## config.mk

```make
export PLATFORM = sky130hd
export DESIGN_NAME = rdt_outreg
export DESIGN_NICKNAME = d
export VERILOG_FILES = /design/src/rtl/core/rdt_pkg.sv /design/src/rtl/core/rdt_outreg.sv
export SDC_FILE = /design/constraint.sdc
export NUM_CORES = 1
export LEC_CHECK = 0
export ABC_AREA = 1
export BUFFER_PORTS_ARGS = -buffer_cell sky130_fd_sc_hd__buf_2
export CAP_MARGIN = 20
export CORE_MARGIN = 4
export CORE_UTILIZATION = 38
export CTS_BUF_LIST = sky130_fd_sc_hd__clkbuf_4
export CTS_CLUSTER_DIAMETER = 200
export DETAILED_ROUTE_END_ITERATION = 10
export GPL_ROUTABILITY_DRIVEN = 0
export PLACE_DENSITY = 0.77
export RECOVER_POWER = 25
export SLEW_MARGIN = 10
export SYNTH_ARGS = -nofsm -noshare
export SYNTH_HDL_FRONTEND = slang
export SYNTH_SLANG_ARGS = --single-unit
```

## constraint.sdc

```tcl
create_clock -name i_clk -period 4.5 [get_ports i_clk]
set_input_delay 0.225 -clock i_clk [delete_from_list [all_inputs] [get_ports i_clk]]
set_output_delay 0.225 -clock i_clk [all_outputs]
set_load 0.05 [all_outputs]
```

## src/rtl/core/rdt_pkg.sv

```systemverilog
package rdt_pkg;

    localparam int COORD_BITS = 24;
    localparam int THR_BITS   = 52;
    localparam int SQ_BITS    = 2 * COORD_BITS;
    localparam int SUM_BITS   = SQ_BITS + 2;
    localparam int CMP_BITS   = (SUM_BITS > THR_BITS) ? SUM_BITS : THR_BITS;

    // x, y, z at indexes 0, 1, 2
    typedef logic [2:0][COORD_BITS-1:0] t_point;
    typedef logic [2:0][SQ_BITS-1:0]    t_sq3;
    typedef logic [1:0]                 t_count;

    localparam t_count CNT_NONE = 2'd0;
    localparam t_count CNT_ONE  = 2'd1;
    localparam t_count CNT_SAT  = 2'd3;

    typedef struct packed {
        t_point p;
        logic   closed;
        logic   last;
        t_sq3   sq_anc;
        t_sq3   sq_new;
    } t_stage_a;

    typedef struct packed {
        t_point p;
        logic   run_end;
        logic   line_done;
    } t_result;

endpackage

```

## src/rtl/core/rdt_outreg.sv

```systemverilog
module rdt_outreg
    import rdt_pkg::*;
(
    input  logic                         i_clk,
    input  logic                         i_rst_n,
    input  logic                         i_push,
    input  t_result                      i_res,
    output logic                         o_free,
    output logic                         o_valid,
    input  logic                         i_stall,
    output logic signed [COORD_BITS-1:0] o_kx,
    output logic signed [COORD_BITS-1:0] o_ky,
    output logic signed [COORD_BITS-1:0] o_kz,
    output logic                         o_run_end,
    output logic                         o_line_done
);

    logic    r_valid;
    t_result r_res;

    assign o_free = ~r_valid | ~i_stall;

    always_ff @(posedge i_clk) begin
        if (!i_rst_n) begin
            r_valid <= 1'b0;
        end else if (o_free) begin
            r_valid <= i_push;
        end
    end

    always_ff @(posedge i_clk) begin
        if (o_free && i_push) begin
            r_res <= i_res;
        end
    end

    assign o_valid     = r_valid;
    assign o_kx        = r_res.p[0];
    assign o_ky        = r_res.p[1];
    assign o_kz        = r_res.p[2];
    assign o_run_end   = r_res.run_end;
    assign o_line_done = r_res.line_done;

endmodule

```

==> results of run 1 <==
==> worst max-delay path by stage <==
stage,depth (start not counted),slack [ns],endpoint
after global routing,2,2.54,o_kz[15]
after global placement,3,2.73,o_kx[23]
final,2,2.66,o_ky[20]
after detailed placement,3,2.68,o_kx[18]
after CTS,2,2.69,o_kz[17]
after floorplan,1,1.31,o_kx[0]
==> metal layers <==
metal	track usage (%)	vias to the layer above	share of wire, %
li1	-	804	-
met2	35.7	120	53
met5	0	-	0
met4	12.7	0	4.2
met3	8.74	28	10
met1	20.6	842	33
==> cells by family (layout without fill, tap and decap cells) <==
group / Yosys count / after routing / share of synthesized area, %
flip-flops: 75 / 75 / 98.8
AO/OA/AOI/OAI: 2 / 2 / 0.606
buffers and inverters: 2 / 247 / 0.331
AND/OR/NAND/NOR: 1 / 1 / 0.276
other: 0 / 1 / 0
==> placed cells by master, fill, tap and decap left out <==
cell	instances
a21oi_4	1
edfxtp_1	74
a21oi_2	1
buf_2	152
dlygate4sd3_1	75
buf_4	1
clkbuf_4	10
nand2_2	1
dfxtp_1	1
diode_2	1
clkinvlp_4	1
clkinv_2	1
clkbuf_1	1
bufinv_16	2
clkinv_4	2
inv_1	2
==> critical path, stage by stage, from the launching register on <==
cell	delay, ns
dfxtp_1	0.37
a21oi_4	0.38
buf_4	0.69
==> area by class of cell <==
type / instances / area (um^2) / share of cell area, %
Tap cell: 72 / 90.1 / 2.22
Clock inverter: 6 / 90.1 / 2.22
Timing Repair Buffer: 229 / 1520 / 37.5
Antenna cell: 1 / 2.50 / 0.0616
Sequential cell: 75 / 2240 / 55.2
Multi-Input combinational cell: 3 / 31.3 / 0.770
Clock buffer: 10 / 75.1 / 1.85
Inverter: 2 / 7.51 / 0.185
==> power breakdown <==
group	leakage (nW)	switching [mW]	internal, mW	total [mW]
sequential	0.724	0.0116	0.816	0.827
clock	0.0866	0.239	0.232	0.472
combinational	0.934	0.196	0.0929	0.289
total	1.75	0.448	1.14	1.59
==> metrics by stage <==
stage | hold WS, ns | cells | utilization [%] | worst slack (ns)
finish | 0.106 | 398 | 72.0 | 2.66
CTS | 0.0721 | 397 | 72.0 | 2.69
global route | 0.0702 | 397 | 71.9 | 2.54
global placement | 0.401 | 306 | 55.7 | 2.73
detailed placement | 0.403 | 306 | 55.7 | 2.68
floorplan | 0.324 | 80 | - | 1.31
==> flip-flops by register name, summed over array words and instances (netlist names) <==
| name | flops |
|---|---|
| o_ky | 24 |
| o_run_end | 1 |
| o_valid | 1 |
| o_kx | 24 |
| o_kz | 24 |
| o_line_done | 1 |
==> repair_timing <==
item,CTS,global route
setup endpoints to repair,0,0
hold buffers,75,0
endpoints found under the hold margin,75,0
gates resized for setup,0,0
==> flow_summary.json, run 1 <==
{
  "status": "complete, no violations",
  "finalCritPeriodShare_pct": 40.9,
  "synth_area_leaders": "edfxtp_1 (98%), dfxtp_1 (0.88%), a21oi_2 (0.39%)",
  "worstMarginPinSlew_ns": 0.766,
  "cts_setup_buffers": 0,
  "wl_per_cell_um": 18.5,
  "power.total_mw": 1.59,
  "synth-seq-cells": 75,
  "p_leak_nw": 1.75,
  "drive_gt1_share_pct": 52.9,
  "grt_pass1_vias": 1966,
  "cap_violations": 0,
  "postSynthCellCount": 80,
  "port-buffer-count": 153,
  "vias_per_cell": 4.51,
  "synth_common_cells": "edfxtp_1 (74), inv_1 (2)",
  "worst_hold_path_type": "in2reg",
  "num_rows": 27,
  "place_area_um2": 3140,
  "cts.htree.levels": 3,
  "critPathMaxFanout": 62,
  "relSlewSlack_pct": 48.9,
  "grt_usage_pct": 20.7,
  "seq_area_frac_synth_pct": 98.8,
  "endpoint_kind": "flip-flop",
  "clk-insertion-delay-late_ns": 0.43,
  "fin_nets": 398,
  "ys.flop_type": "edfxtp_1",
  "hpwlAfterDp_mm": 3.86,
  "max_freq_mhz": 543,
  "cts_tree": "yes",
  "hold_path_depth": 3,
  "r2r_slack_ns": 2.66,
  "firstDrtPassIters": 4,
  "die_w_um": 85.3,
  "first_iter_violations": 84,
  "syn_area_per_cell_um2": 28.4,
  "antenna_found_initial": 0,
  "grt_max_degree": 63,
  "crit_type": "reg2reg",
  "yosysTopAreaCell": "edfxtp_1",
  "grt_remaining_overflow": 0,
  "hold_viol": 0,
  "yosysUniqueCellTypes": 6,
  "crit_path_start_kind": "flip-flop",
  "numCtsBuffers": 9,
  "die_h_um": 85.3,
  "syn-cell-area_um2": 2270,
  "dieArea_um2": 7270,
  "grt_first_pass_wirelength_mm": 10.8,
  "r2r-start": "o_valid",
  "ff2ff_path_depth": 2,
  "drv_slew": 0,
  "synthArstFlopShare_pct": 0,
  "synth-edff-count": 74,
  "startpoint": "o_valid",
  "holdCritStartpoint": "i_stall",
  "clock_skew_ns": 0.0136,
  "clk_path_buf_depth": 2,
  "synth_top_area_share_pct": 97.9,
  "pin_count": 154,
  "hold_end": "o_valid",
  "remaining_drc_errors": 0,
  "wl_mm": 7.36,
  "floorplan.initialDensity_pct": 40.2,
  "synth.most_common_cell": "edfxtp_1",
  "cts_root_buf": "clkbuf_4",
  "design_area_um2": 4060,
  "min_period_ns": 1.84,
  "setup_viol": 0,
  "vdd_ir_drop_max_v": 0.000297,
  "rsz0062_at_grt": "no",
  "timing.rr.end": "o_ky[20]",
  "clock-sinks": 75,
  "final.setup.tns_ns": 0,
  "critPathRequiredTime_ns": 4.55,
  "vias": 1794,
  "clkSlewWorstSetupHoldPaths_ns": 0.12,
  "cp.arrival_ns": 1.89,
  "yosys_warnings": 0,
  "ant_nets": 0,
  "power_density_nw_per_um2": 391,
  "syn-num-nets": 158,
  "fillers": 331,
  "core_um2": 5640,
  "areaGrowthSynthToFinish_pct": 78.9
}
(Power assumes the default switching activity.)
==> inputs of run 2 (changes only) <==
==> constraint.sdc (replaced) <==
create_clock -name i_clk -period 1.5 [get_ports i_clk]
set_input_delay 0.075 -clock i_clk [delete_from_list [all_inputs] [get_ports i_clk]]
set_output_delay 0.075 -clock i_clk [all_outputs]
set_load 0.05 [all_outputs]
==> run 2 against run 1 <==
- routed wire length fell by 3.6%
- final area rose by 1.0%
- register-to-register slack worse by 2.4 ns
- clock skew increased by 0.0043 ns
- flip-flop and latch count stayed put
- sequential power grew to 3.0 times the previous value
- setup slack worse by 2.4 ns
- via count is 0.33% higher
==> flow_summary.json, run 2 (synthesized netlist as in run 1, its figures left out) <==
{
  "hold_end": "o_kz[10]",
  "timing.rr.end": "o_valid",
  "status": "complete, no violations",
  "setup_viol": 0,
  "first_iter_violations": 102,
  "holdCritStartpoint": "i_stall",
  "critPathRequiredTime_ns": 1.86,
  "fin_nets": 400,
  "rsz0062_at_grt": "no",
  "worst_hold_path_type": "in2reg",
  "final_common_cell": "buf_2",
  "clk_path_buf_depth": 2,
  "drive_gt1_share_pct": 52.0,
  "port-buffer-count": 153,
  "p_sw_share_pct": 28.3,
  "power_density_nw_per_um2": 1160,
  "cts_tree": "yes",
  "grt_pass1_vias": 2012,
  "firstDrtPassIters": 4,
  "endpoint_kind": "flip-flop",
  "grt_first_pass_wirelength_mm": 10.5,
  "numCtsBuffers": 9,
  "die_w_um": 85.3,
  "p_leak_nw": 1.75,
  "vias": 1800,
  "clock_skew_ns": 0.0179,
  "cts_root_buf": "clkbuf_4",
  "cpPeakStageDelay_ns": 0.59,
  "power_frac_seq_pct": 52.0,
  "utilization_pct": 72.7,
  "r2r_slack_ns": 0.23,
  "antenna_found_initial": 0,
  "grt_remaining_overflow": 0,
  "power.total_mw": 4.77,
  "remaining_drc_errors": 0,
  "crit_slowest_cell": "dlygate4sd3_1",
  "power_frac_comb_pct": 18.4,
  "cts.htree.levels": 3,
  "drv_slew": 0,
  "cap_violations": 0,
  "max_freq_mhz": 789,
  "grt_max_degree": 45,
  "path_cells": "nand2_2 > a21oi_2 > dlygate4sd3_1",
  "critPathMaxFanout": 3,
  "ant_nets": 0,
  "hold_path_depth": 3,
  "core_um2": 5640,
  "areaGrowthSynthToFinish_pct": 80.8,
  "vdd_ir_drop_max_v": 0.00104,
  "clock-sinks": 75,
  "crit_path_start_kind": "flip-flop",
  "min_period_ns": 1.27,
  "num_rows": 27,
  "p_sw_mw": 1.35,
  "clk-insertion-delay-late_ns": 0.42,
  "hold_viol": 0,
  "dieArea_um2": 7270,
  "floorplan.initialDensity_pct": 40.2,
  "wl_mm": 7.09,
  "relSlewSlack_pct": 81.4,
  "wl_per_cell_um": 17.7,
  "r2r-start": "o_valid",
  "clkSlewWorstSetupHoldPaths_ns": 0.13,
  "final.setup.tns_ns": 0,
  "pin_count": 154,
  "clkPwrFrac_pct": 29.6,
  "grt_usage_pct": 20.0,
  "crit_type": "reg2reg",
  "p_int_mw": 3.42,
  "worstMarginPinSlew_ns": 0.280,
  "finalCritPeriodShare_pct": 84.5,
  "die_h_um": 85.3,
  "layout_common_cells": "buf_2 (148), dlygate4sd3_1 (76), edfxtp_1 (74)",
  "ff2ff_path_depth": 3,
  "cp.arrival_ns": 1.63,
  "hpwlAfterDp_mm": 4.07,
  "vias_per_cell": 4.50
}
-- run 2: changes by cell type in the layout (fill, tap and decap cells not counted), sizes merged --
cell / change
inv: +2
dlygate4sd3: +1
buf: -3
clkinv: -1
clkbuf: +3
-- run 2: worst max-delay path, delay by kind of cell (launching register included) --
kind                   cells  cell delay [ns]
AO/OA/AOI/OAI              1             0.15
buffers and inverters      1             0.59
flip-flops                 1             0.40
AND/OR/NAND/NOR            1             0.07
-- run 2: layer usage --
layer / vias to the layer above / share of wire (%) / GRT usage [%] / wire, um
li1: 808 / - / - / -
met1: 845 / 34 / 20.2 / 2380
met2: 131 / 53 / 35.0 / 3770
met3: 16 / 11 / 7.86 / 797
met4: 0 / 2.0 / 10.9 / 142
met5: - / 0 / 0 / 0
-- run 2: through the flow --
stage	setup slack, ns	hold WS [ns]	cells	area [um^2]
after CTS	0.264	0.167	399	4110
after floorplan	-0.591	0.174	80	2280
after global placement	0.365	0.251	307	3180
after global routing	0.206	0.195	399	4100
after detailed placement	0.350	0.253	307	3180
final	0.233	0.213	400	4100
-- run 2: worst max path at each step --
stage	from	end	depth (start not counted)
floorplan	o_valid	o_kx[0]	1
global placement	o_valid	o_kz[13]	2
detailed placement	o_valid	o_kz[0]	2
CTS	o_valid	o_free	2
global route	o_valid	o_valid	3
finish	o_valid	o_valid	3
-- run 2: area by class of cell --
type,count,area [um^2]
sequential,75,2250
inverter,2,7.51
multi-input combinational,3,31.3
clock buffer,9,67.6
antenna,1,2.50
timing repair buffer,231,1560
tap,72,90.1
fill,328,1540
clock inverter,7,98.8
-- run 2: power by group through the flow --
stage / clock [mW] / combinational, mW / sequential, mW
CTS: 1.45 / 0.871 / 2.47
global placement: 0 / 0.708 / 2.51
finish: 1.41 / 0.880 / 2.48
global route: 1.55 / 0.915 / 2.49
floorplan: 0 / 0.0469 / 2.95
detailed placement: 0 / 0.715 / 2.52
-- run 2: timing repair --
| item | in CTS | in global routing |
|---|---|---|
| buffers inserted | 0 | 0 |
| hold endpoints to repair | 75 | 0 |
| resized for setup | 0 | 0 |
| hold buffers | 76 | 0 |
==> inputs of run 3 (changes only) <==
==> constraint.sdc (replaced) <==
create_clock -name i_clk -period 1.1 [get_ports i_clk]
set_input_delay 0.055 -clock i_clk [delete_from_list [all_inputs] [get_ports i_clk]]
set_output_delay 0.055 -clock i_clk [all_outputs]
set_load 0.05 [all_outputs]
==> run 3 against run 2 <==
- the flow now finishes with violations (setup timing)
- register-to-register slack lost 0.36 ns
- first-iteration DRC count grew 20%
- die area is the same
- critical path depth is the same
- non-clock buffer count grew 14
- core utilization grew 11 points
- flip-flop and latch count is the same
- worst hold slack lost 0.050 ns
- total power grew 40%
- sequential power grew 38%
- global-route usage grew 2.1 points
- largest cell class unchanged
- highest routed layer unchanged
==> flow_summary.json, run 3 (synthesized netlist as in run 1, its figures left out) <==
{
  "grt_max_degree": 26,
  "num_rows": 27,
  "grt_pass1_vias": 2105,
  "finalCritPeriodShare_pct": 112,
  "clock_skew_ns": 0.0148,
  "hpwlAfterDp_mm": 4.23,
  "layout_common_cells": "buf_2 (85), dlygate4sd3_1 (76), edfxtp_1 (74)",
  "fillers": 240,
  "min_period_ns": 1.23,
  "fin_nets": 414,
  "drv_slew": 0,
  "grt_first_pass_wirelength_mm": 11.6,
  "multi_input_area_um2": 36.3,
  "vias_per_cell": 4.94,
  "vias": 2041,
  "grt_usage_pct": 22.1,
  "clkSlewWorstSetupHoldPaths_ns": 0.12,
  "clk-insertion-delay-late_ns": 0.43,
  "critPathMaxFanout": 6,
  "clock-sinks": 75,
  "die_h_um": 85.3,
  "die_w_um": 85.3,
  "status": "complete, but fails checks",
  "crit_type": "reg2reg",
  "utilization_pct": 83.5,
  "violations": "setup timing",
  "max_freq_mhz": 812,
  "drive_gt1_share_pct": 55.1,
  "cts_root_buf": "clkbuf_4",
  "areaGrowthSynthToFinish_pct": 108,
  "worstMarginPinSlew_ns": 0.263,
  "floorplan.initialDensity_pct": 40.2,
  "regArea_um2": 2250,
  "cp.arrival_ns": 1.37,
  "worst_hold_path_type": "in2reg",
  "first_iter_violations": 122,
  "final_common_cell": "buf_2",
  "endpoint_kind": "flip-flop",
  "cap_violations": 0,
  "remaining_drc_errors": 0,
  "vdd_ir_drop_max_v": 0.00113,
  "clk_path_buf_depth": 2,
  "hold_viol": 0,
  "cts_tree": "yes",
  "startpoint": "o_valid",
  "r2r_slack_ns": -0.13,
  "design_area_um2": 4710,
  "antenna_found_initial": 0,
  "pin_count": 154,
  "r2r-start": "o_valid",
  "fin_ws_ns": -0.131,
  "setup_viol": 91,
  "critPathCapture": "o_ky[16]",
  "wl_mm": 9.90,
  "dieArea_um2": 7270,
  "place_area_um2": 3200,
  "holdCritStartpoint": "i_stall",
  "crit_path_start_kind": "flip-flop",
  "ant_nets": 0,
  "p_leak_nw": 2.01,
  "core_um2": 5640,
  "power_density_nw_per_um2": 1420,
  "diodes": 0,
  "whs_ns": 0.164,
  "port-buffer-count": 153,
  "relSlewSlack_pct": 82.6,
  "firstDrtPassIters": 4,
  "numCtsBuffers": 9,
  "wl_per_cell_um": 24.0,
  "cts.htree.levels": 3,
  "grt_remaining_overflow": 0,
  "rsz0062_at_grt": "yes",
  "timing.rr.end": "o_ky[16]",
  "ff2ff_path_depth": 3,
  "critPathRequiredTime_ns": 1.24
}
## run 3: cell types whose count changed in the layout (fill, tap and decap cells not counted), sizes merged
cell,previous run,this run
buf,150,161
clkbuf,14,17
clkinv,2,5
inv,4,2
bufinv,2,1
diode,1,0
## run 3: power breakdown
| part | total (mW) | internal, mW | leakage (nW) | switching (mW) |
|---|---|---|---|---|
| clock | 1.73 | 0.686 | 0.0733 | 1.04 |
| combinational | 1.54 | 0.659 | 1.21 | 0.884 |
| sequential | 3.43 | 3.34 | 0.725 | 0.0866 |
| total | 6.70 | 4.68 | 2.01 | 2.01 |
## run 3: worst min path at each step
stage          slack, ns       to  cells after the start
2_1_floorplan       0.15  o_kx[0]                      0
3_3_place_gp        0.23  o_ky[6]                      1
3_5_place_dp        0.23  o_ky[4]                      1
4_1_cts           -0.003  o_valid                      4
5_1_grt             0.14  o_valid                      5
6_report            0.16  o_valid                      5
## run 3: area by class of cell
class                   count  share of cell area (%)
multi-input cells           3                   0.770
clock buffers               9                    1.43
flip-flops and latches     75                    47.7
repair buffers            245                    46.6
inverters                   2                   0.159
well taps                  72                    1.91
clock inverters             7                    1.46
## run 3: critical path, stage by stage (launching register included)
cell and delay, ns:
dfxtp_4 0.38, a21oi_4 0.22, clkbuf_16 0.21, clkbuf_16 0.14
## run 3: stage by stage
stage                     TNS (ns)  power, mW  cells  setup WS, ns
after global routing        -10.86       6.88    413        -0.154
final                        -7.99       6.70    413        -0.131
after global placement       -1.55       4.40    309       -0.0418
after floorplan             -73.33       4.09     80        -0.991
after CTS                   -0.757       6.29    404       -0.0657
after detailed placement     -2.16       4.42    309       -0.0536
## run 3: metal layers
layer | wire, um | part of all wire [%] | global-route usage, % | vias up
met4 | 283 | 2.9 | 9.78 | 0
met5 | 0 | 0 | 0 | -
met2 | 5010 | 51 | 38.8 | 152
met3 | 1070 | 11 | 9.71 | 27
li1 | - | - | - | 833
met1 | 3540 | 36 | 22.6 | 1029
## run 3: repair_timing
| item | CTS | global route |
|---|---|---|
| gates cloned | 1 | 8 |
| pin swaps | 1 | 0 |
| hold endpoints to repair | 75 | 0 |
| setup buffers | 2 | 1 |
| gates resized for setup | 21 | 157 |
| hold buffers | 76 | 0 |
| endpoints found under the setup margin | 87 | 140 |
