--- src/rtl/core/rdt_pkg.sv ---
package rdt_pkg;

    localparam int COORD_BITS = 24;
    localparam int THR_BITS   = 52;
    localparam int SQ_BITS    = 2 * COORD_BITS;
    localparam int SUM_BITS   = SQ_BITS + 2;
    localparam int CMP_BITS   = (SUM_BITS > THR_BITS) ? SUM_BITS : THR_BITS;

    // x, y, z at indexes 0, 1, 2
    typedef logic [2:0][COORD_BITS-1:0] t_point;
    typedef logic [2:0][SQ_BITS-1:0]    t_sq3;
    typedef logic [1:0]                 t_count;

    localparam t_count CNT_NONE = 2'd0;
    localparam t_count CNT_ONE  = 2'd1;
    localparam t_count CNT_SAT  = 2'd3;

    typedef struct packed {
        t_point p;
        logic   closed;
        logic   last;
        t_sq3   sq_anc;
        t_sq3   sq_new;
    } t_stage_a;

    typedef struct packed {
        t_point p;
        logic   run_end;
        logic   line_done;
    } t_result;

endpackage

--- src/rtl/core/rdt_keep.sv ---
module rdt_keep
    import rdt_pkg::*;
(
    input  logic                i_clk,
    input  logic                i_rst_n,
    input  logic                i_cfg_we,
    input  logic [THR_BITS-1:0] i_cfg_wdata,
    input  logic                i_a_valid,
    input  t_stage_a            i_a,
    output logic                o_a_take,
    output t_point              o_b_point,
    output t_point              o_anchor,
    output logic                o_push,
    output t_result             o_res,
    input  logic                i_out_free
);

    logic [THR_BITS-1:0] r_thr;
    logic                r_b_valid;
    t_point              r_p;
    logic                r_closed;
    logic                r_last;
    t_sq3                r_sq_anc;
    t_sq3                r_sq_new;
    logic                r_sel_new;
    logic                r_phase;
    t_point              r_anchor;
    t_point              r_prev;
    t_count              r_cnt;

    t_count              n_cnt;
    t_sq3                sq;
    logic [SUM_BITS-1:0] sum;
    logic                far;
    logic                first;
    logic                two;
    logic                emit_cur;
    logic                wr_anchor;
    logic                fire;

    always_comb begin
        sq        = r_sel_new ? r_sq_new : r_sq_anc;
        sum       = SUM_BITS'(sq[0]) + SUM_BITS'(sq[1]) + SUM_BITS'(sq[2]);
        far       = CMP_BITS'(sum) > CMP_BITS'(r_thr);
        first     = (r_cnt == CNT_NONE);
        two       = ~first & r_last & r_closed & (r_cnt != CNT_SAT) & ~r_phase;
        emit_cur  = first | r_last | far;
        wr_anchor = ~r_last & (first | far);
        fire      = r_b_valid & (~emit_cur | (i_out_free & ~two));
        o_a_take  = ~r_b_valid | fire;
        o_push    = r_b_valid & (two | emit_cur);
        if (two) begin
            o_res.p         = r_prev;
            o_res.run_end   = 1'b0;
            o_res.line_done = 1'b0;
        end else begin
            o_res.p         = r_p;
            o_res.run_end   = 1'b1;
            o_res.line_done = r_last;
        end
        o_b_point = r_p;
        o_anchor  = r_anchor;
        if (r_last) begin
            n_cnt = CNT_NONE;
        end else if (first) begin
            n_cnt = CNT_ONE;
        end else if (far && r_cnt != CNT_SAT) begin
            n_cnt = r_cnt + 2'd1;
        end else begin
            n_cnt = r_cnt;
        end
    end

    always_ff @(posedge i_clk) begin
        if (!i_rst_n) begin
            r_thr     <= '0;
            r_b_valid <= 1'b0;
            r_sel_new <= 1'b0;
            r_phase   <= 1'b0;
            r_cnt     <= CNT_NONE;
        end else begin
            if (i_cfg_we) begin
                r_thr <= i_cfg_wdata;
            end
            if (o_a_take) begin
                r_b_valid <= i_a_valid;
                r_sel_new <= fire & wr_anchor;
            end
            if (fire) begin
                r_phase <= 1'b0;
                r_cnt   <= n_cnt;
            end else if (two && i_out_free && r_b_valid) begin
                r_phase <= 1'b1;
            end
        end
    end

    always_ff @(posedge i_clk) begin
        if (o_a_take && i_a_valid) begin
            r_p      <= i_a.p;
            r_closed <= i_a.closed;
            r_last   <= i_a.last;
            r_sq_anc <= i_a.sq_anc;
            r_sq_new <= i_a.sq_new;
        end
        if (fire && !r_last) begin
            r_prev <= r_p;
            if (wr_anchor) begin
                r_anchor <= r_p;
            end
        end
    end

    a_phase_ring: assert property (@(posedge i_clk) disable iff (!i_rst_n)
        r_phase |-> r_b_valid && r_last && r_closed)
        else $error("second result pending without a closed final vertex");

    a_line_clear: assert property (@(posedge i_clk) disable iff (!i_rst_n)
        fire && r_last |=> r_cnt == CNT_NONE)
        else $error("kept count not cleared at end of line");

    a_sel_count: assert property (@(posedge i_clk) disable iff (!i_rst_n)
        r_b_valid && r_sel_new |-> r_cnt != CNT_NONE)
        else $error("new anchor selected at start of line");

    a_done_end: assert property (@(posedge i_clk) disable iff (!i_rst_n)
        o_push && o_res.line_done |-> o_res.run_end)
        else $error("line end without request end");

endmodule

--- config.mk ---
export PLATFORM = sky130hd
export DESIGN_NAME = rdt_keep
export DESIGN_NICKNAME = d
export VERILOG_FILES = /design/src/rtl/core/rdt_pkg.sv /design/src/rtl/core/rdt_keep.sv
export SDC_FILE = /design/constraint.sdc
export NUM_CORES = 1
export LEC_CHECK = 0
export ABC_AREA = 1
export BUFFER_PORTS_ARGS = -buffer_cell sky130_fd_sc_hd__buf_2
export CORE_MARGIN = 3
export CORE_UTILIZATION = 30
export CTS_CLUSTER_SIZE = 30
export DETAILED_ROUTE_END_ITERATION = 12
export GPL_ROUTABILITY_DRIVEN = 0
export RECOVER_POWER = 50
export SLEW_MARGIN = 5
export SYNTH_ARGS = -nofsm -noshare
export SYNTH_HDL_FRONTEND = slang
export SYNTH_SLANG_ARGS = --single-unit
export TNS_END_PERCENT = 1
--- constraint.sdc ---
create_clock -name i_clk -period 15 [get_ports i_clk]
set_input_delay 1.5 -clock i_clk [delete_from_list [all_inputs] [get_ports i_clk]]
set_output_delay 1.5 -clock i_clk [all_outputs]
set_load 0.02 [all_outputs]
==> out/results.env, run 1 <==
RUN_STATUS='finished, violations left'
VIOLATIONS='capacitance limit, slew limit'
WORSTSKEWPAIRLATENCY_NS=0.64
YOSYSMOSTFREQUENTCELL='sky130_fd_sc_hd__edfxtp_1'
HPWLAFTERDP_UM=57900
INITIAL_ANTENNA_VIOLATION_COUNT=25
IO-PIN-COUNT=639
FIRST_ITER_VIOLATIONS=1062
TIMING.SETUP.CRITICAL_PATH_CLASS='register to register'
GR-USAGE-ALL-LAYERS_PCT=16.4
VIA_COUNT_OF_THE_FIRST_GLOBAL_ROUTING_PASS=16732
TNS_NS=0
SLEW_VIOL_FINAL=54
CTS-ROOT-TO-SINK-BUFFERS=3
CRITPATHREQUIREDTIME_NS=15.23
CRITICAL_PATH.MAX_STAGE_DELAY_NS=0.96
P_PER_AREA_mW_PER_MM2=139
CTS.CLK_SLEW.WORST_PATHS_NS=0.06
FINALWORSTSETUPSLACK_NS=5.68
SYNTH_TOP_AREA_SHARE_PCT=60.5
PLACEABLECOREAREA_MM2=0.0825
NUMBER_OF_CORE_ROWS=105
SYNTH_CELL_TYPES=45
IR_DROP_mV=0.0914
COUNT_OF_FINAL_HOLD_CHECK_VIOLATIONS=0
DRT-TOTAL-WL_UM=75500
DESIGN.DIE.AREA_MM2=0.0872
CELLLEAKAGEPOWER_uW=0.0126
POSTCTSSETUPREPAIRBUFS=0
CTS_MADE_BUFFERS=61
WORST_HOLD_PATH_TYPE='register to register'
CTS_NUM_SINKS=563
ENDPOINT_KIND='register'
CTS_HOLD_BUFS=0
PORTBUFFERS=638
NETLIST_AREA_MM2=0.0251
SYN2LAYOUT_AREA_GROWTH_PCT=25.3
FINAL_NETS=3158
SYNTH_FF_TYPE='sky130_fd_sc_hd__edfxtp_1'
ANT_NETS=0
WL_MET2_UM=37200
CRITICAL_PATH_ARRIVAL_NS=9.55
GRT_PASS1_WL_UM=106000
WORST_PATH_MAX_DELAY_CELL='sky130_fd_sc_hd__dfxtp_4'
VIA_COUNT=16887
GRT_MAX_DEGREE=110
PRECTSSETUPSLACK_NS=5.73
MAX_CAP_VIOLATIONS=1
DRC=0
YOSYS_WARNINGS=0
PERIOD_NEEDED_NS=9.32
CTS.HTREE.LEVELS=2
DRIVE_ABOVE_1_SHARE_PCT=30.0
SYN_INST=1929
INITIAL_CORE_UTIL_PCT=30.4
LAYOUT_WORST_PATH_CYCLE_SHARE_PCT=62.1
SYNTH_SEQ_AREA_SHARE_PCT=65.0
STARTPOINT_TYPE='register'
RSZ0062_AT_GRT='false'
CTS.ROOT.BUFFER_CELL='sky130_fd_sc_hd__clkbuf_16'
TOP_LAYER_USED='met5'
TIMING.MAX_SLEW.REL_SLACK_PCT=-44.4
MET3_LENGTH_UM=6110
ROUTEDWLPERCELL_UM=20.3
CP_COMMON_CELL='sky130_fd_sc_hd__nand3_1'
SETUP_VIOL_COUNT_FINAL=0
CLOCK_TREE_FROM_TRITONCTS='built'
SYNTH_COMMONEST_CELLS='sky130_fd_sc_hd__edfxtp_1 (506), sky130_fd_sc_hd__nand2_1 (401), sky130_fd_sc_hd__inv_1 (149)'
FIN_WORST_SKEW_NS=0.0371
ASYNC_FLOP_SHARE_PCT=0
SYNTH_NETS=2496
SYNTH_ENABLE_FLOP_CELLS=506
FMAX_MHz=107
FIN_UTIL_PCT=38.2
SYNTH.FF_LATCH_COUNT=563
POST_CTS_RESIZED=0
WORST-PATH-BUF-INV=5
DIE-WIDTH_UM=295
SYNTH.TOP_CELLS.BY_AREA='sky130_fd_sc_hd__edfxtp_1 (60%), sky130_fd_sc_hd__mux2_2 (6.5%), sky130_fd_sc_hd__nand2_1 (6.0%)'
TIGHTEST_SLEW_NS=2.17
CP_MAX_FO=109
POST-SYNTH-TOP-AREA-CELL='sky130_fd_sc_hd__edfxtp_1'
DRT-PASS1-ITER-COUNT=6
TIMING.CRITICAL_PATH.MAX_DELAY_FAMILY='buffers and inverters'
DIE_Y_UM=295
WIRELENGTH_MET1_UM=30100
DRT-VIAS-PER-INSTANCE=4.54
SYNTH_AREA_PER_CELL_UM2=13.0
GRT_OVERFLOW_TOTAL=0
worst min-delay path, stage by stage, from the launching register on:
cell                      delay (ns)
sky130_fd_sc_hd__dfxtp_1        0.30
sky130_fd_sc_hd__inv_1          0.06
sky130_fd_sc_hd__a21oi_1        0.06
worst paths after layout:
check / slack, ns / depth (start not counted) / endpoint / from
worst max-delay path: 5.68 / 25 / r_sq_anc[60] / r_sel_new
worst min register to register: 0.46 / 2 / r_thr[33] / r_thr[33]
worst min-delay path: 0.46 / 2 / r_thr[33] / r_thr[33]
worst max register to register: 5.68 / 25 / r_sq_anc[60] / r_sel_new
where the power goes:
group / internal [µW] / switching (µW) / total, µW
Sequential: 1810 / 37.4 / 1850
Combinational: 362 / 625 / 987
Clock: 904 / 641 / 1540
registers in the layout (all words and copies together), names as in the netlist:
register   flops
r_sq_anc     144
r_sq_new     144
o_anchor      72
o_b_point     72
r_prev        72
r_thr         52
r_cnt          2
r_b_valid      1
r_closed       1
r_last         1
r_phase        1
r_sel_new      1
placed cells by master, fill, tap and decap left out, types with 9 or more instances in the layout:
cell type and instances:
sky130_fd_sc_hd__xnor2_1 12, sky130_fd_sc_hd__a31oi_1 18, sky130_fd_sc_hd__dfxtp_1 56, sky130_fd_sc_hd__nand2_1 401, sky130_fd_sc_hd__a21o_1 12, sky130_fd_sc_hd__clkbuf_16 62, sky130_fd_sc_hd__a21oi_1 120, sky130_fd_sc_hd__mux2_2 144
sky130_fd_sc_hd__edfxtp_1 506, sky130_fd_sc_hd__nand4_1 10, sky130_fd_sc_hd__buf_4 10, sky130_fd_sc_hd__fa_1 49, sky130_fd_sc_hd__inv_1 145, sky130_fd_sc_hd__o21bai_1 9, sky130_fd_sc_hd__ha_1 99, sky130_fd_sc_hd__nor2_1 83
sky130_fd_sc_hd__nand3_1 32, sky130_fd_sc_hd__buf_2 506, sky130_fd_sc_hd__clkbuf_1 150, sky130_fd_sc_hd__o21ai_0 84, sky130_fd_sc_hd__nor3_1 10, sky130_fd_sc_hd__xor2_1 34
cell type report:
| class | count | area (µm²) |
|---|---|---|
| diodes | 8 | 20.0 |
| clock buffers | 89 | 1720 |
| clock inverters | 26 | 360 |
| fillers | 8010 | 51000 |
| inverters | 150 | 571 |
| multi-input cells | 1167 | 8040 |
| flip-flops and latches | 563 | 16300 |
| well taps | 1070 | 1340 |
| repair buffers | 648 | 3100 |
stage by stage:
| stage | hold WS, ns | area [µm²] | cells | total power, µW |
|---|---|---|---|---|
| after floorplan | 0.440 | 25100 | 1929 | 2540 |
| after CTS | 0.468 | 31600 | 3713 | 4440 |
| after global placement | 0.453 | 29600 | 3598 | 2870 |
| final | 0.463 | 31500 | 3721 | 4380 |
| after global routing | 0.488 | 31500 | 3719 | 4620 |
| after detailed placement | 0.458 | 29600 | 3598 | 2870 |
routing by layer:
layer / track usage [%] / vias to the layer above
li1: - / 8157
met5: 0 / -
met3: 4.34 / 132
met4: 4.48 / 32
met1: 20.0 / 7954
met2: 28.6 / 612
cells by family (layout without fill, tap and decap cells):
family / Yosys count / count (layout) / share of synthesized area (%)
xor+xnor: 46 / 46 / 1.60
other cells: 0 / 8 / 0
flops: 563 / 563 / 65.0
compound gates: 272 / 272 / 6.12
simple gates: 557 / 557 / 8.95
fa+ha+maj: 148 / 148 / 8.84
mux: 144 / 144 / 6.46
buf+inv: 199 / 913 / 3.00
Power figures use the tool's default switching activity.
==> inputs of run 2 (changes only) <==
==> constraint.sdc (replaced) <==
create_clock -name i_clk -period 8.8 [get_ports i_clk]
set_input_delay 0.88 -clock i_clk [delete_from_list [all_inputs] [get_ports i_clk]]
set_output_delay 0.88 -clock i_clk [all_outputs]
set_load 0.02 [all_outputs]
==> out/results.env, run 2 (synthesis results as in run 1) <==
CTS-ROOT-TO-SINK-BUFFERS=3
HPWLAFTERDP_UM=61200
TIMING.SETUP.CRITICAL_PATH_CLASS='register to output port'
FIN_WORST_SKEW_NS=0.0256
SLEW_VIOL_FINAL=54
REG2REG_TO='o_anchor[37]'
FIRST_ITER_VIOLATIONS=1168
STARTPOINT_TYPE='register'
CTS.HTREE.LEVELS=3
CRITICAL_PATH_ARRIVAL_NS=6.33
DP.CELLS=3605
REGAREA_MM2=0.0163
IR_DROP_mV=0.129
FINAL_INSTANCE_AREA_MM2=0.0319
LAYOUT_WORST_PATH_CYCLE_SHARE_PCT=81.9
CRITICAL_PATH.REG2REG.STARTPOINT='r_sel_new'
POWER.SHARE.CLOCK_PCT=37.4
ROUTEDWLPERCELL_UM=21.2
P_COMB_SHARE_PCT=21.8
DRT-VIAS-PER-INSTANCE=4.65
SETUP_VIOL_COUNT_FINAL=0
DRT-PASS1-ITER-COUNT=6
LAYOUT.FILLER_CELLS=7969
RUN_STATUS='finished, violations left'
POST_CTS_RESIZED=0
FMAX_MHz=139
RR_WORST_DEPTH=27
PLACEMENT.CELL_AREA_MM2=0.0297
VIA_COUNT_OF_THE_FIRST_GLOBAL_ROUTING_PASS=17479
NUMBER_OF_CORE_ROWS=105
TNS_NS=0
CP_MAX_FO=66
SYN2LAYOUT_AREA_GROWTH_PCT=27.0
IO-PIN-COUNT=639
CLOCK_TREE_FROM_TRITONCTS='built'
FINAL_NETS=3172
CTS_NUM_SINKS=563
DIE_Y_UM=295
PRECTSSETUPSLACK_NS=1.73
PERIOD_NEEDED_NS=7.21
SWITCHING_POWER_uW=2320
FIN_CELLS=3741
WHS_NS=0.435
CTS.CLK_SLEW.WORST_PATHS_NS=0.06
CRITPATHREQUIREDTIME_NS=7.92
CTS_MADE_BUFFERS=68
GRT_OVERFLOW_TOTAL=0
INITIAL_CORE_UTIL_PCT=30.4
TIGHTEST_SLEW_NS=2.22
WORSTSETUPSTARTPOINT='r_sel_new'
GR-USAGE-ALL-LAYERS_PCT=17.5
CELLLEAKAGEPOWER_uW=0.0127
WORST_HOLD_PATH_TYPE='primary input to register'
GRT_PASS1_WL_UM=113000
PLACEABLECOREAREA_MM2=0.0825
TIMING.MAX_SLEW.REL_SLACK_PCT=-48.2
LARGEST_REGISTERS='r_sq_anc (144), r_sq_new (144)'
NETSWITCHINGFRACTION_PCT=30.0
ANT_NETS=0
ENDPOINT_KIND='output port'
MAX_CAP_VIOLATIONS=1
WORSTSKEWPAIRLATENCY_NS=0.62
DESIGN.DIE.AREA_MM2=0.0872
VIA_COUNT=17385
LAYOUT.CELLS.MOST_COMMON='sky130_fd_sc_hd__buf_2'
VIOLATIONS='capacitance limit, slew limit'
INTERNAL_POWER_OF_THE_CELLS_uW=5420
CTS_HOLD_BUFS=0
DRC=0
SETUP.WORST_PATH.END='o_a_take'
COUNT_OF_FINAL_HOLD_CHECK_VIOLATIONS=0
DRT-TOTAL-WL_UM=79200
INITIAL_ANTENNA_VIOLATION_COUNT=28
MULTI_INPUT_AREA_MM2=0.00809
CTS.ROOT.BUFFER_CELL='sky130_fd_sc_hd__clkbuf_16'
RSZ0062_AT_GRT='false'
PORTBUFFERS=638
DIE-WIDTH_UM=295
SEQ_POWER_SHARE_PCT=40.7
DRIVE_ABOVE_1_SHARE_PCT=31.1
GRT_MAX_DEGREE=105
POSTCTSSETUPREPAIRBUFS=0
FINALWORSTSETUPSLACK_NS=1.59
R2R_SLACK_NS=1.83
P_PER_AREA_mW_PER_MM2=243
MOSTFREQUENTLAYOUTCELLS='sky130_fd_sc_hd__buf_2 (511), sky130_fd_sc_hd__edfxtp_1 (506), sky130_fd_sc_hd__nand2_1 (399), sky130_fd_sc_hd__inv_1 (143), sky130_fd_sc_hd__mux2_2 (142)'
-- run 2: layout make-up --
class,count,area share (%)
antenna,11,0.0863
clock buffer,80,5.54
multi-input combinational,1167,25.4
timing repair buffer,655,10.0
inverter,150,1.78
tap,1070,4.20
clock inverter,45,1.77
sequential,563,51.2
-- run 2: metal layers --
layer / vias up / track usage (%) / share of wire (%)
li1: 8180 / - / -
met1: 8375 / 23.3 / 43
met2: 672 / 28.5 / 47
met3: 152 / 3.61 / 6.7
met4: 6 / 6.19 / 3.0
met5: - / 0 / 0.045
-- run 2: how the worst min path moves through the flow --
stage,startpoint,end,cells past startpoint,slack [ns]
3_5_place_dp,r_thr[16],r_thr[16],2,0.46
3_3_place_gp,r_thr[38],r_thr[38],2,0.46
4_1_cts,i_a[289],r_closed,1,0.38
5_1_grt,i_a[302],o_b_point[12],1,0.39
6_report,i_a[346],o_b_point[56],1,0.44
2_1_floorplan,r_thr[41],r_thr[41],2,0.44
-- run 2: power by group through the flow --
stage | combinational, µW | clock (µW) | sequential (µW)
after floorplan | 1090 | 0 | 3230
after global placement | 1690 | 0 | 3200
after detailed placement | 1690 | 0 | 3210
after CTS | 1710 | 2980 | 3150
after global routing | 1920 | 3100 | 3160
final | 1690 | 2890 | 3150
-- run 2: through the flow --
stage          util, %  total power [µW]
2_1_floorplan        -              4320
6_report          38.7              7730
4_1_cts           38.8              7840
3_5_place_dp      36.0              4900
5_1_grt           38.6              8180
3_3_place_gp      36.0              4890
-- run 2: worst max-delay path: stages, from the launching register on --
cell and delay [ns]:
sky130_fd_sc_hd__dfxtp_4 0.61, sky130_fd_sc_hd__buf_12 0.34, sky130_fd_sc_hd__mux2_2 0.41, sky130_fd_sc_hd__fa_1 0.49, sky130_fd_sc_hd__ha_1 0.41, sky130_fd_sc_hd__a21oi_1 0.27, sky130_fd_sc_hd__inv_1 0.07, sky130_fd_sc_hd__a31oi_1 0.32
sky130_fd_sc_hd__o21ai_0 0.13, sky130_fd_sc_hd__a31oi_1 0.20, sky130_fd_sc_hd__nand3_1 0.27, sky130_fd_sc_hd__nand3_1 0.16, sky130_fd_sc_hd__nand2_1 0.08, sky130_fd_sc_hd__xor2_1 0.15, sky130_fd_sc_hd__ha_1 0.30, sky130_fd_sc_hd__nand4_1 0.10
sky130_fd_sc_hd__nor2_1 0.19, sky130_fd_sc_hd__nand3_1 0.18, sky130_fd_sc_hd__nor2_1 0.17, sky130_fd_sc_hd__nand2_1 0.07, sky130_fd_sc_hd__nand3_1 0.09, sky130_fd_sc_hd__nand2_1 0.14, sky130_fd_sc_hd__nand2_2 0.15, sky130_fd_sc_hd__nand3_4 0.10
sky130_fd_sc_hd__buf_2 0.21
==> inputs of run 3 (changes only) <==
--- a/config.mk
+++ b/config.mk
@@ -5,7 +5,7 @@
 export SDC_FILE = /design/constraint.sdc
 export NUM_CORES = 1
 export LEC_CHECK = 0
-export ABC_AREA = 1
+export ABC_AREA = 0
 export BUFFER_PORTS_ARGS = -buffer_cell sky130_fd_sc_hd__buf_2
 export CORE_MARGIN = 3
 export CORE_UTILIZATION = 30
==> constraint.sdc (replaced) <==
create_clock -name i_clk -period 7.5 [get_ports i_clk]
set_input_delay 0.75 -clock i_clk [delete_from_list [all_inputs] [get_ports i_clk]]
set_output_delay 0.75 -clock i_clk [all_outputs]
set_load 0.02 [all_outputs]
==> out/results.env, run 3 <==
RUN_STATUS='finished, violations left'
VIOLATIONS='capacitance limit, slew limit, setup timing'
CRITICAL_PATH.MAX_STAGE_DELAY_NS=0.48
WORST-PATH-STAGES=25
TIGHTEST_SLEW_NS=1.90
FINAL_NETS=3019
PERIOD_NEEDED_NS=7.50
MAX_CAP_VIOLATIONS=1
SYN_INST=1725
ROUTEDWLPERCELL_UM=20.9
LAYOUT_WORST_PATH_CYCLE_SHARE_PCT=100
RR_WORST_DEPTH=27
MOSTFREQUENTLAYOUTCELLS='sky130_fd_sc_hd__edfxtp_1 (506), sky130_fd_sc_hd__buf_2 (497), sky130_fd_sc_hd__nand2_1 (255), sky130_fd_sc_hd__clkbuf_1 (142), sky130_fd_sc_hd__mux2_2 (141)'
GR-USAGE-ALL-LAYERS_PCT=16.4
NUMBER_OF_CORE_ROWS=104
VIA_COUNT=16556
TIMING.MAX_SLEW.REL_SLACK_PCT=-26.6
DIE_Y_UM=294
GRT_MAX_DEGREE=78
SYN2LAYOUT_AREA_GROWTH_PCT=30.2
WORSTSETUPSTARTPOINT='r_sel_new'
SYNTH_CELL_TYPES=67
INITIAL_CORE_UTIL_PCT=30.6
DRT-PASS1-ITER-COUNT=5
SYNTH_FF_TYPE='sky130_fd_sc_hd__edfxtp_1'
ENDPOINT_KIND='output port'
CRITPATHREQUIREDTIME_NS=6.75
DRIVE_ABOVE_1_SHARE_PCT=35.2
DESIGN.DIE.AREA_MM2=0.0864
DRC=0
DRT-TOTAL-WL_UM=74900
PLACEABLECOREAREA_MM2=0.0813
SETUP.WORST_PATH.END='o_a_take'
POST-SYNTH-TOP-AREA-CELL='sky130_fd_sc_hd__edfxtp_1'
CP_MAX_FO=30
GRT_OVERFLOW_TOTAL=0
TIMING.CRITICAL_PATH.MAX_DELAY_FAMILY='simple AND/OR/NAND/NOR gates'
RSZ0062_AT_GRT='true'
SYNTH_ENABLE_FLOP_CELLS=506
IR_DROP_mV=0.257
WORST-PATH-BUF-INV=4
WHS_NS=0.284
DRT-VIAS-PER-INSTANCE=4.62
WORST_HOLD_PATH_TYPE='primary input to register'
CRITICAL_PATH_ARRIVAL_NS=6.75
INITIAL_ANTENNA_VIOLATION_COUNT=23
FINALWORSTSETUPSLACK_NS=-0.00103
LARGEST_REGISTERS='r_sq_anc (144), r_sq_new (144)'
CTS.CLK_SLEW.WORST_PATHS_NS=0.07
VIA_COUNT_OF_THE_FIRST_GLOBAL_ROUTING_PASS=17505
R2R_SLACK_NS=0.41
YOSYSMOSTFREQUENTCELL='sky130_fd_sc_hd__edfxtp_1'
SYNTH_TOP_AREA_SHARE_PCT=61.1
P_PER_AREA_mW_PER_MM2=274
GRT_PASS1_WL_UM=107000
FMAX_MHz=133
SETUP_VIOL_COUNT_FINAL=1
ANT_NETS=0
CTS.HTREE.LEVELS=2
FIN_WORST_SKEW_NS=0.0362
FIRST_ITER_VIOLATIONS=783
SYNTH_NETS=2292
FIN_UTIL_PCT=39.8
CELLLEAKAGEPOWER_uW=0.0129
CRITICAL_PATH.REG2REG.STARTPOINT='r_sel_new'
HPWLAFTERDP_UM=57000
STARTPOINT_TYPE='register'
PRECTSSETUPSLACK_NS=-0.119
WORST_PATH_MAX_DELAY_CELL='sky130_fd_sc_hd__fa_1'
TOTAL_POWER_uW=8880
CTS_MADE_BUFFERS=61
SLEW_VIOL_FINAL=54
SYNTH_COMMONEST_CELLS='sky130_fd_sc_hd__edfxtp_1 (506), sky130_fd_sc_hd__nand2_1 (255), sky130_fd_sc_hd__mux2_2 (144)'
CLOCK_TREE_FROM_TRITONCTS='built'
CTS.ROOT.BUFFER_CELL='sky130_fd_sc_hd__clkbuf_16'
TIMING.SETUP.CRITICAL_PATH_CLASS='register to output port'
CTS_NUM_SINKS=563
CP_COMMON_CELL='sky130_fd_sc_hd__nor3_4'
ASYNC_FLOP_SHARE_PCT=0
SYNTH.FF_LATCH_COUNT=563
REG2REG_TO='r_sq_new[28]'
DIE-WIDTH_UM=294
SYNTH.TOP_CELLS.BY_AREA='sky130_fd_sc_hd__edfxtp_1 (61%), sky130_fd_sc_hd__mux2_2 (6.5%), sky130_fd_sc_hd__ha_1 (5.0%)'
LAYOUT.CELLS.MOST_COMMON='sky130_fd_sc_hd__edfxtp_1'
CTS_HOLD_BUFS=0
SYNTH_AREA_PER_CELL_UM2=14.4
MIN_DELAY_PATH_DEPTH=1
YOSYS_WARNINGS=0
COUNT_OF_FINAL_HOLD_CHECK_VIOLATIONS=0
PORTBUFFERS=638
IO-PIN-COUNT=639
WORSTSKEWPAIRLATENCY_NS=0.64
CTS-ROOT-TO-SINK-BUFFERS=3
SYNTH_SEQ_AREA_SHARE_PCT=65.7
NETLIST_AREA_MM2=0.0249
[run 3: report_power, final]
group | internal, µW | total, µW | switching, µW
Sequential | 3620 | 3700 | 81.2
Clock | 1780 | 3070 | 1280
Combinational | 912 | 2110 | 1200
Total | 6320 | 8880 | 2560
[run 3: layout make-up]
cell class / count / area [µm²]
antenna: 19 / 47.5
clock buffer: 66 / 1560
clock inverter: 46 / 499
fill: 7694 / 48900
inverter: 78 / 293
multi-input combinational: 1031 / 8380
sequential: 563 / 16300
tap: 1060 / 1330
timing repair buffer: 717 / 3950
[run 3: how the worst min path moves through the flow]
stage              start       endpoint
2_1_floorplan  r_thr[10]      r_thr[10]
3_3_place_gp    r_thr[1]       r_thr[1]
3_5_place_dp   r_thr[16]      r_thr[16]
4_1_cts         i_a[335]  o_b_point[45]
5_1_grt         i_a[335]  o_b_point[45]
6_report        i_a[335]  o_b_point[45]
[run 3: per-stage QoR]
| step | cell area (µm²) | setup TNS (ns) | std cells |
|---|---|---|---|
| final | 32400 | -0.00103 | 3580 |
| after floorplan | 25000 | -1792.61 | 1725 |
| after global placement | 29900 | 0 | 3428 |
| after global routing | 32400 | -0.671 | 3571 |
| after detailed placement | 29900 | -27.94 | 3428 |
| after CTS | 32200 | -0.413 | 3551 |
[run 3: repair_timing]
action,4_1_cts,5_1_grt
pin swaps,17,16
setup endpoints to repair,353,386
setup buffers,11,9
gates resized for setup,22,39
gates cloned,1,1
[run 3: kinds of logic (layout without fill, tap and decap cells)]
logic type / Yosys count / in the layout / synth area share, %
AOI/OAI and AO/OA: 212 / 212 / 5.83
xor gates and xnor gates: 37 / 37 / 1.30
adders and majority gates: 148 / 148 / 8.92
buffers and inverters: 131 / 907 / 1.98
DFF: 563 / 563 / 65.7
muxes: 200 / 200 / 8.77
other: 0 / 19 / 0
and+or+nand+nor: 434 / 434 / 7.51
[run 3: layer usage]
layer | vias up | share of wire, % | track usage [%]
li1 | 7818 | - | -
met1 | 8062 | 40 | 19.7
met2 | 545 | 50 | 28.7
met3 | 123 | 7.3 | 4.21
met4 | 8 | 2.7 | 5.31
met5 | - | 0.073 | 0
